==> src/hw/rtl/qsd_merge.sv <==
`timescale 1ns / 1ps

module qsd_merge (
  input  logic               clk,
  input  logic               rst_n,
  input  logic               step,
  input  logic signed [15:0] left_in,
  input  logic signed [15:0] right_in,
  input  logic               last_in,
  output logic               free,
  output logic               out_valid,
  input  logic               out_stall,
  output logic signed [15:0] out_left_sample,
  output logic signed [15:0] out_right_sample,
  output logic               out_last
);

  logic               valid_r;
  logic signed [15:0] left_r;
  logic signed [15:0] right_r;
  logic               last_r;

  assign free             = !valid_r || !out_stall;
  assign out_valid        = valid_r;
  assign out_left_sample  = left_r;
  assign out_right_sample = right_r;
  assign out_last         = last_r;

  always_ff @(posedge clk) begin
    if (!rst_n) begin
      valid_r <= 1'b0;
    end else if (free) begin
      valid_r <= step;
    end
  end

  always_ff @(posedge clk) begin
    if (step && free) begin
      left_r  <= left_in;
      right_r <= right_in;
      last_r  <= last_in;
    end
  end

endmodule

==> config.mk <==
export PLATFORM = sky130hd
export DESIGN_NAME = qsd_merge
export DESIGN_NICKNAME = d
export VERILOG_FILES = /design/src/hw/rtl/qsd_merge.sv
export SDC_FILE = /design/constraint.sdc
export NUM_CORES = 1
export LEC_CHECK = 0
export ABC_AREA = 1
export ABC_CLOCK_PERIOD_IN_PS = 7400
export BUFFER_PORTS_ARGS = -buffer_cell sky130_fd_sc_hd__buf_2
export CORE_ASPECT_RATIO = 0.6
export CORE_MARGIN = 5
export CORE_UTILIZATION = 42
export DETAILED_ROUTE_END_ITERATION = 16
export PLACE_DENSITY = 0.81
export SETUP_SLACK_MARGIN = 0.3
export SYNTH_ARGS = -nofsm -noshare
export SYNTH_HDL_FRONTEND = slang
export SYNTH_SLANG_ARGS = --single-unit
==> constraint.sdc <==
create_clock -name clk -period 7.4 [get_ports clk]
set_clock_uncertainty 0.2 [all_clocks]
set_input_delay 0.37 -clock clk [delete_from_list [all_inputs] [get_ports clk]]
set_output_delay 0.37 -clock clk [all_outputs]
set_load 0.1 [all_outputs]
==> qor.yml, run 1 <==
drt:
  drc_errors: 0
  firstDrtPassIters: 2
  drt_wl_total_um: 2120
  routedWlPerCell_um: 14.3
  drtIter0Drc: 59
  antenna_left: 0
  vias: 648
  drt-vias-per-instance: 4.38
yosys:
  synth-seq-area-share: 0.973
  ys_ff_latch: 34
  yosys.area.top_type_share: 0.954
  netlist_area_um2: 1040
  synth_top_family_by_area: "compound AO/OA/AOI/OAI gates"
  synth_cell_type_count: 6
  synth_nets: 76
  synthSimpleGateAreaFrac: 0.00602
  synth-compound-area-share: 0.0133
  synthAdderAreaFrac: 0
  yosysTopAreaCell: "edfxtp_1"
  synth_area_leaders: "edfxtp_1 95%, dfxtp_1 1.9%, a21oi_2 0.84%"
  synthCells: 39
  synth_xor_area_frac: 0
  synth_mux_area_frac: 0
  yosysWarnings: 0
  synth.avg_cell_area_um2: 26.6
final_layout:
  final_nets: 154
  num_antenna_cells: 0
  fin_area_um2: 1520
  area_delta_synth_final_pct: 46.7
  fin_cells: 148
  drive_gt1_frac: 0.678
timing:
  setup_viol: 0
  final.setup.tns_ps: 0
  max-slew-margin-rel: 0.337
  worst_pin_slew_ps: 993
  max_freq_mhz: 578
  rsz0062_at_grt: "false"
  layout_min_cycle_time_ps: 1730
  period_share: 0.234
  slew_violations: 0
  finalHoldWorstSlack_ps: 63.0
  finalHoldViolations: 0
cts:
  cts_sinks: 34
  cts_setup_buffers: 0
  cts_resized: 0
  clock_tree.root_cell: "clkbuf_8"
  clkTransAtPathRegs_ps: 60
  cts_hold_buf: 0
  cts_inserted_buffers: 5
  h-tree-depth: 2
  clock_path_buffers: 2
  clk_latency_ps: 270
  cts_tree: "built"
power:
  p_leak_nw: 0.667
  peakVddDrop_v: 0.000175
  power_w: 0.000457
  p_per_area_nw_per_um2: 300
worst_setup_path:
  crit_buf_inv: 0
  crit_type: "reg -> reg"
  start_kind: "register"
  cp_top_family: "compound AO/OA/AOI/OAI gates"
  cp_slowest_stage_delay_ps: 790
  cp_data_arrival_time_ps: 1430
  cp_max_fo: 33
  critPathRequiredTime_ps: 7100
  crit_chain: "a21oi_4"
  slowest_stage: "a21oi_4"
  worstSetupEndpointType: "register"
global_routing:
  grt_pass1_wl_um: 3040
  antenna_found_initial: 0
  overflow: 0
  grtUsageTotal: 0.117
  grt_max_degree: 34
  grt_pass1_vias: 681
floorplan:
  dieArea_um2: 3600
  io_pins: 72
  std_cell_rows: 13
  coreArea_um2: 2260
  start_util: 0.459
  die_w_um: 74.2
  die_y_um: 48.5
placed_design:
  port-buffer-count: 71
  place_congestion: 0.680
  dp.cells: 140
  placedInstanceArea_um2: 1440
flow_run:
  cap_violations: 0
run_status:
  status: "finished clean"
worst_hold_path:
  min-delay-path-class: "in -> reg"
## cell usage in the layout (no fill, tap or decap), drive strengths merged
| cell | count |
|---|---|
| nand2 | 1 |
| dfxtp | 1 |
| clkinv | 2 |
| a21oi | 2 |
| edfxtp | 33 |
| inv | 2 |
| clkbuf | 6 |
| buf | 71 |
## cell usage after synthesis
| library cell | number |
|---|---|
| nand2_2 | 1 |
| dfxtp_1 | 1 |
| inv_1 | 2 |
| a21oi_2 | 1 |
| edfxtp_1 | 33 |
| a21oi_1 | 1 |
## worst paths after layout
kind / slack, ps / cells past startpoint / from / end
max: 5670 / 1 / out_valid / out_right_sample[2]
min: 60 / 1 / left_in[1] / out_left_sample[1]
max reg2reg: 5670 / 1 / out_valid / out_right_sample[2]
min reg2reg: 320 / 2 / out_valid / out_valid
## area by class of cell
type | count | area [um^2]
inverter | 2 | 7.51
tap | 30 | 37.5
fill | 155 | 737
timing repair buffer | 71 | 355
clock buffer | 6 | 72.6
multi-input combinational | 3 | 31.3
clock inverter | 2 | 8.76
sequential | 34 | 1010
## metrics by stage
stage	util	setup slack (ps)
finish	0.674	5670
global route	0.674	5580
CTS	0.674	5650
detailed placement	0.638	5500
global placement	0.638	5550
floorplan	-	4330
## flip-flops by register name (all words and copies together) (netlist names)
| register | cells |
|---|---|
| out_last | 1 |
| out_left_sample | 16 |
| out_right_sample | 16 |
| out_valid | 1 |
## logic make-up after synthesis
kind of cell	count (synthesis)
flip-flops	34
AO/OA/AOI/OAI	2
AND/OR/NAND/NOR	1
buffers and inverters	2
## per-layer routing
layer,global-route usage,wire length (um)
met5,0,0
met4,0.0633,28
met3,0.113,523
met2,0.165,857
met1,0.109,707
## report_power, final
part / switching, W / total [W] / leakage (nW) / internal, W
Clock: 0.0000595 / 0.000124 / 0.0426 / 0.0000645
Combinational: 0.0000918 / 0.000106 / 0.296 / 0.0000142
Sequential: 0.00000260 / 0.000227 / 0.328 / 0.000225
(Power assumes the default switching activity.)
==> run 2, diff against run 1 <==
--- a/config.mk
+++ b/config.mk
@@ -6,13 +6,13 @@
 export NUM_CORES = 1
 export LEC_CHECK = 0
 export ABC_AREA = 1
-export ABC_CLOCK_PERIOD_IN_PS = 7400
+export ABC_CLOCK_PERIOD_IN_PS = 1800
 export BUFFER_PORTS_ARGS = -buffer_cell sky130_fd_sc_hd__buf_2
 export CORE_ASPECT_RATIO = 0.6
 export CORE_MARGIN = 5
-export CORE_UTILIZATION = 42
+export CORE_UTILIZATION = 39
 export DETAILED_ROUTE_END_ITERATION = 16
-export PLACE_DENSITY = 0.81
+export PLACE_DENSITY = 0.76
 export SETUP_SLACK_MARGIN = 0.3
 export SYNTH_ARGS = -nofsm -noshare
 export SYNTH_HDL_FRONTEND = slang
==> constraint.sdc (replaced) <==
create_clock -name clk -period 1.8 [get_ports clk]
set_clock_uncertainty 0.2 [all_clocks]
set_input_delay 0.09 -clock clk [delete_from_list [all_inputs] [get_ports clk]]
set_output_delay 0.09 -clock clk [all_outputs]
set_load 0.1 [all_outputs]
==> run 2 against run 1 <==
  * Utilization up 7.5 points
  * Global-route usage grew 3.9 points
  * Register-to-register slack got worse by 5300 ps
  * Critical path depth up 1
  * Count of clock-buffer cells in the layout grew 1
  * Flip-flop and latch count is the same
  * Largest power group unchanged
==> qor.yml, run 2 (synthesis gave the netlist of run 1 again) <==
timing:
  max_freq_mhz: 693
  final.setup.tns_ps: 0  # unchanged
  period_share: 0.802
  rsz0062_at_grt: "false"
  finalHoldWorstSlack_ps: 197  # +134 ps
  finalHoldViolations: 0  # unchanged
  layout_min_cycle_time_ps: 1440
  slew_violations: 0  # unchanged
  setup_viol: 0  # unchanged
  max-slew-margin-rel: 0.668  # +0.331
  worst_pin_slew_ps: 501  # -492 ps
flow_run:
  cap_violations: 0  # unchanged
placed_design:
  place_congestion: 0.650  # -4.4%
  dp.cells: 144  # +2.9%
  dp_hpwl_um: 1670
  port-buffer-count: 71  # unchanged
worst_hold_path:
  hold_end: "out_right_sample[7]"
  min-delay-path-class: "in -> reg"
  hold_start: "out_stall"
  hold_depth: 3  # +2
drt:
  antenna_left: 0  # unchanged
  drt-vias-per-instance: 4.25  # -3.0%
  vias: 790  # +22%
  firstDrtPassIters: 3  # +1
  drt_wl_total_um: 2770  # +31%
  routedWlPerCell_um: 14.9  # +3.9%
  drc_errors: 0  # unchanged
  drtIter0Drc: 19  # -68%
final_layout:
  final_core_util: 0.750  # +0.0755
  final_cell_mix: "71 x buf_2, 35 x dlygate4sd3_1, 33 x edfxtp_1"
  drive_gt1_frac: 0.532  # -0.145
  num_antenna_cells: 0  # unchanged
  fin_cells: 186  # +26%
  area_delta_synth_final_pct: 82.0
  fillers: 168  # +8.4%
  final_nets: 191  # +24%
  final_common_cell: "buf_2"
global_routing:
  grt_max_degree: 18  # -47%
  overflow: 0  # unchanged
  grtUsageTotal: 0.156  # +0.0390
  antenna_found_initial: 0  # unchanged
  grt_pass1_vias: 919  # +35%
  grt_pass1_wl_um: 4370  # +44%
worst_setup_path:
  cp_max_fo: 3  # -91%
  worstSetupEndpointType: "output pin"
  crit_buf_inv: 1  # +1
  r2r_slack_ps: 420  # -5250 ps
  slowest_stage: "buf_2"
  r2r_end: "out_valid"
  crit_chain: "nand2_2 > buf_2"
  cp_data_arrival_time_ps: 1150  # -280 ps
  cp_slowest_stage_delay_ps: 430  # -360 ps
  reg2reg_depth: 3  # +2
  start_kind: "register"
  r2r-start: "out_valid"
  critPathRequiredTime_ps: 1510  # -5590 ps
  cp_top_family: "buffers and inverters"
  crit_type: "reg -> out"
cts:
  clock_path_buffers: 2  # unchanged
  h-tree-depth: 2  # unchanged
  cts_tree: "built"
  clock_tree.root_cell: "clkbuf_8"
  cts_sinks: 34  # unchanged
  cts_resized: 0  # unchanged
  clkTransAtPathRegs_ps: 60  # about the same
  cts_inserted_buffers: 5  # unchanged
  clk_latency_ps: 270  # about the same
power:
  p_per_area_nw_per_um2: 1030  # +240%
  power_w: 0.00194  # +320%
  peakVddDrop_v: 0.000696  # +300%
  p_leak_nw: 0.820  # +23%
floorplan:
  start_util: 0.412  # -0.0476
  std_cell_rows: 14  # +1
  dieArea_um2: 3830  # +6.4%
  die_y_um: 50.0  # +3.0%
  die_w_um: 76.6  # +3.3%
  io_pins: 72  # unchanged
  coreArea_um2: 2520  # +12%
run_status:
  status: "finished clean"
run 2: repair_timing:
action | CTS | global route
hold buffers | 35 | 0
hold endpoints to repair | 34 | 0
setup buffers | 0 | 0
run 2: per-layer routing:
metal	vias to the layer above	GRT usage	wire length, um
li1	378	-	-
met1	356	0.152	970
met2	50	0.257	1370
met3	6	0.105	376
met4	0	0.0698	44
met5	-	0	0
run 2: tightest hold or removal path: cells and delay by family:
| family | cells | cell delay, ps |
|---|---|---|
| buffers and inverters | 2 | 330 |
| AOI/OAI and AO/OA | 1 | 70 |
run 2: stage by stage:
step	setup slack [ps]	instance area [um^2]
floorplan	112	1050
global placement	552	1460
detailed placement	535	1460
CTS	369	1890
global route	330	1890
finish	357	1890
run 2: power breakdown:
| part | switching (W) | total (W) | internal, W |
|---|---|---|---|
| Sequential | 0.0000136 | 0.000937 | 0.000923 |
| Combinational | 0.000391 | 0.000503 | 0.000112 |
| Clock | 0.000233 | 0.000499 | 0.000265 |
run 2: worst max path at each step:
| stage | from | end | slack [ps] | cells past startpoint |
|---|---|---|---|---|
| 2_1_floorplan | out_valid | out_last | 110 | 1 |
| 3_3_place_gp | out_valid | out_right_sample[6] | 550 | 2 |
| 3_5_place_dp | out_valid | out_right_sample[14] | 540 | 2 |
| 4_1_cts | out_valid | free | 370 | 2 |
| 5_1_grt | out_valid | free | 330 | 2 |
| 6_report | out_valid | free | 360 | 2 |
run 2: layout make-up:
type	count	area [um^2]	share of cell area
tap	32	40.0	0.0212
inverter	2	7.51	0.00397
sequential	34	1010	0.537
multi-input combinational	3	31.3	0.0165
clock buffer	7	76.3	0.0404
timing repair buffer	108	721	0.381
==> run 3, diff against run 2 <==
==> config.mk (replaced) <==
export PLATFORM = sky130hd
export DESIGN_NAME = qsd_merge
export DESIGN_NICKNAME = d
export VERILOG_FILES = /design/src/hw/rtl/qsd_merge.sv
export SDC_FILE = /design/constraint.sdc
export NUM_CORES = 1
export LEC_CHECK = 0
export ABC_AREA = 0
export ABC_CLOCK_PERIOD_IN_PS = 1300
export BUFFER_PORTS_ARGS = -buffer_cell sky130_fd_sc_hd__buf_2
export CORE_ASPECT_RATIO = 0.6
export CORE_MARGIN = 5
export CORE_UTILIZATION = 35
export DETAILED_ROUTE_END_ITERATION = 16
export PLACE_DENSITY = 0.73
export SETUP_SLACK_MARGIN = 0.3
export SYNTH_ARGS = -nofsm -noshare
export SYNTH_HDL_FRONTEND = slang
export SYNTH_SLANG_ARGS = --single-unit
==> constraint.sdc (replaced) <==
create_clock -name clk -period 1.3 [get_ports clk]
set_clock_uncertainty 0.2 [all_clocks]
set_input_delay 0.065 -clock clk [delete_from_list [all_inputs] [get_ports clk]]
set_output_delay 0.065 -clock clk [all_outputs]
set_load 0.1 [all_outputs]
==> run 3 against run 2 <==
  * The run now ends with hold timing left
  * Die area grew 8.9%
  * Combinational power grew 80%
  * Critical path depth grew 1
  * First-iteration DRC count grew 53%
  * Wire length grew 14%
  * Clock power grew 85%
  * Hold slack lost 210 ps
  * Global-route usage grew 1.2 points
  * Sequential power grew 43%
  * Count of clock-buffer cells in the layout is the same
  * Non-clock buffer count grew 1
  * Register-to-register slack lost 380 ps
  * Highest routed layer unchanged
==> qor.yml, run 3 <==
drt:
  vias: 784  # -0.76%
  antenna_left: 0  # unchanged
  firstDrtPassIters: 4  # +1
  drt_wl_total_um: 3150  # +14%
  drtIter0Drc: 29  # +10
  routedWlPerCell_um: 16.0  # +7.6%
  drc_errors: 0  # unchanged
  drt-vias-per-instance: 3.98  # -6.3%
floorplan:
  std_cell_rows: 15  # +1
  io_pins: 72  # unchanged
  die_y_um: 52.1  # +4.2%
  die_w_um: 80.1  # +4.6%
  dieArea_um2: 4170  # +8.9%
  start_util: 0.362  # -0.0499
  coreArea_um2: 2850  # +13%
yosys:
  synth-compound-area-share: 0.00485  # -0.00840
  synth_cell_type_count: 6  # unchanged
  synth-seq-area-share: 0.979  # +0.00590
  async_flop_share: 0  # unchanged
  synthCells: 38  # -2.6%
  synth_area_leaders: "edfxtp_1 96%, dfxtp_1 1.9%, and2_1 0.61%"
  synthSimpleGateAreaFrac: 0.0158  # +0.00973
  synth_nets: 75  # -1.3%
  synth_xor_area_frac: 0  # unchanged
  synth_mux_area_frac: 0  # unchanged
  synthAdderAreaFrac: 0  # unchanged
  synth.avg_cell_area_um2: 27.2  # +2.0%
  synth_edf_count: 33  # unchanged
  netlist_area_um2: 1030  # -0.60%
  yosysTopAreaCell: "edfxtp_1"
  yosys.area.top_type_share: 0.960  # +0.00578
  ys_ff_latch: 34  # unchanged
  synth_most_common_cell: "edfxtp_1"
  yosysWarnings: 0  # unchanged
  synth_ff_type: "edfxtp_1"
  synth_top_family_by_area: "simple AND/OR/NAND/NOR gates"
final_layout:
  final_core_util: 0.874  # +0.124
  num_antenna_cells: 0  # unchanged
  final_common_cell: "buf_12"
  final_cell_mix: "37 x buf_12, 36 x buf_2, 35 x dlygate4sd3_1"
  fin_cells: 197  # +5.9%
  drive_gt1_frac: 0.535  # +0.00302
  area_delta_synth_final_pct: 141
  final_nets: 191  # unchanged
cts:
  clk_latency_ps: 270  # about the same
  h-tree-depth: 2  # unchanged
  clkTransAtPathRegs_ps: 60  # about the same
  cts_tree: "built"
  cts_resized: 0  # unchanged
  clock_path_buffers: 2  # unchanged
  cts_sinks: 34  # unchanged
  clock_tree.root_cell: "clkbuf_8"
  cts_inserted_buffers: 5  # unchanged
global_routing:
  overflow: 0  # unchanged
  top_usage_layer: "met2"
  grt_util_met2: 0.313  # +0.0561
  grt_pass1_wl_um: 4910  # +12%
  grt_max_degree: 20  # +2
  grt_pass1_vias: 925  # +0.65%
  antenna_found_initial: 0  # unchanged
  use_met3: 0.0986  # -0.00684
  grtUsageTotal: 0.168  # +0.0120
  met1_usage: 0.163  # +0.0119
timing:
  slew_violations: 0  # unchanged
  final.setup.tns_ps: 0  # unchanged
  period_share: 0.966
  worst_pin_slew_ps: 146  # -355 ps
  finalHoldViolations: 1  # +1
  finalHoldWorstSlack_ps: -17.7  # -214 ps
  rsz0062_at_grt: "true"
  max-slew-margin-rel: 0.903  # +0.234
  max_freq_mhz: 796
  setup_viol: 0  # unchanged
  layout_min_cycle_time_ps: 1260
worst_setup_path:
  cp_max_fo: 19  # +16
  critPathRequiredTime_ps: 1080  # -430 ps
  start_kind: "register"
  worstSetupEndpointType: "register"
  crit_type: "reg -> reg"
  cp_slowest_stage_delay_ps: 370  # -60 ps
  crit_chain: "nand2_8 > and2_4 > buf_12"
  slowest_stage: "dfxtp_4"
  cp_data_arrival_time_ps: 1040  # -110 ps
flow_run:
  cap_violations: 0  # unchanged
placed_design:
  place_congestion: 0.682  # +4.9%
  dp.cells: 153  # +6.3%
  port-buffer-count: 71  # unchanged
power:
  peakVddDrop_v: 0.000974  # +40%
  p_leak_nw: 1.03  # +26%
  power_w: 0.00317  # +63%
  p_per_area_nw_per_um2: 1270  # +24%
run_status:
  violations: "hold timing"
  status: "complete, but fails checks"
worst_hold_path:
  min-delay-path-class: "in -> reg"
-- run 3: changes by cell type in the layout (fill, tap and decap cells not counted), sizes merged --
| cell | previous run | this run |
|---|---|---|
| a21oi | 2 | 1 |
| and2 | 0 | 1 |
| buf | 73 | 74 |
| bufinv | 0 | 1 |
| inv | 2 | 0 |
| nor2b | 0 | 1 |
-- run 3: worst max-delay path, delay by kind of cell, from the launching register on --
family / cells / cell delay (ps)
buffers and inverters: 1 / 160
and+or+nand+nor: 2 / 230
DFF: 1 / 370
-- run 3: cell type report --
cell class | count | area [um^2]
sequential | 34 | 1010
timing repair buffer | 109 | 1280
fill | 139 | 360
multi-input combinational | 4 | 40.0
clock buffer | 7 | 76.3
clock inverter | 1 | 30.0
tap | 42 | 52.6
-- run 3: kinds of logic (layout without fill, tap and decap cells) --
family,count (synthesis),after routing
DFF,34,34
and+or+nand+nor,3,3
AOI/OAI and AO/OA,1,1
buffers and inverters,0,117
-- run 3: path summary, 6_finish.rpt --
| path | from | endpoint | slack, ps | depth (start not counted) |
|---|---|---|---|---|
| setup / recovery | out_valid | out_left_sample[11] | 40 | 3 |
| setup reg to reg | out_valid | out_left_sample[11] | 40 | 3 |
| hold / removal | out_stall | out_valid | -20 | 3 |
| hold reg to reg | out_valid | out_valid | 400 | 2 |
-- run 3: metrics by stage --
| stage | worst slack (ps) | instance area, um^2 | hold WS, ps |
|---|---|---|---|
| after CTS | 48.5 | 2480 | -143 |
| after global placement | 66.2 | 2030 | 42.4 |
| after floorplan | -280 | 1050 | -36.1 |
| after global routing | 22.4 | 2490 | 20.4 |
| after detailed placement | 43.1 | 2030 | 43.1 |
| final | 44.2 | 2490 | -17.7 |
-- run 3: per-layer routing --
metal,vias to the layer above,wire [um]
met3,3,374
met2,49,1630
met4,0,19
met1,352,1130
met5,-,0
li1,380,-
-- run 3: power breakdown --
| part | total [W] | internal, W | leakage, nW | switching [W] |
|---|---|---|---|---|
| Combinational | 0.000907 | 0.000359 | 0.653 | 0.000548 |
| Sequential | 0.00134 | 0.00128 | 0.328 | 0.0000545 |
| Clock | 0.000923 | 0.000573 | 0.0524 | 0.000350 |
| Total | 0.00317 | 0.00221 | 1.03 | 0.000953 |
-- run 3: timing repair --
| action | 4_1_cts | 5_1_grt |
|---|---|---|
| setup endpoints to repair | 68 | 68 |
| buffers inserted | 1 | 0 |
| cloned | 0 | 0 |
| hold buffers | 34 | 1 |
| hold endpoints to repair | 34 | 1 |
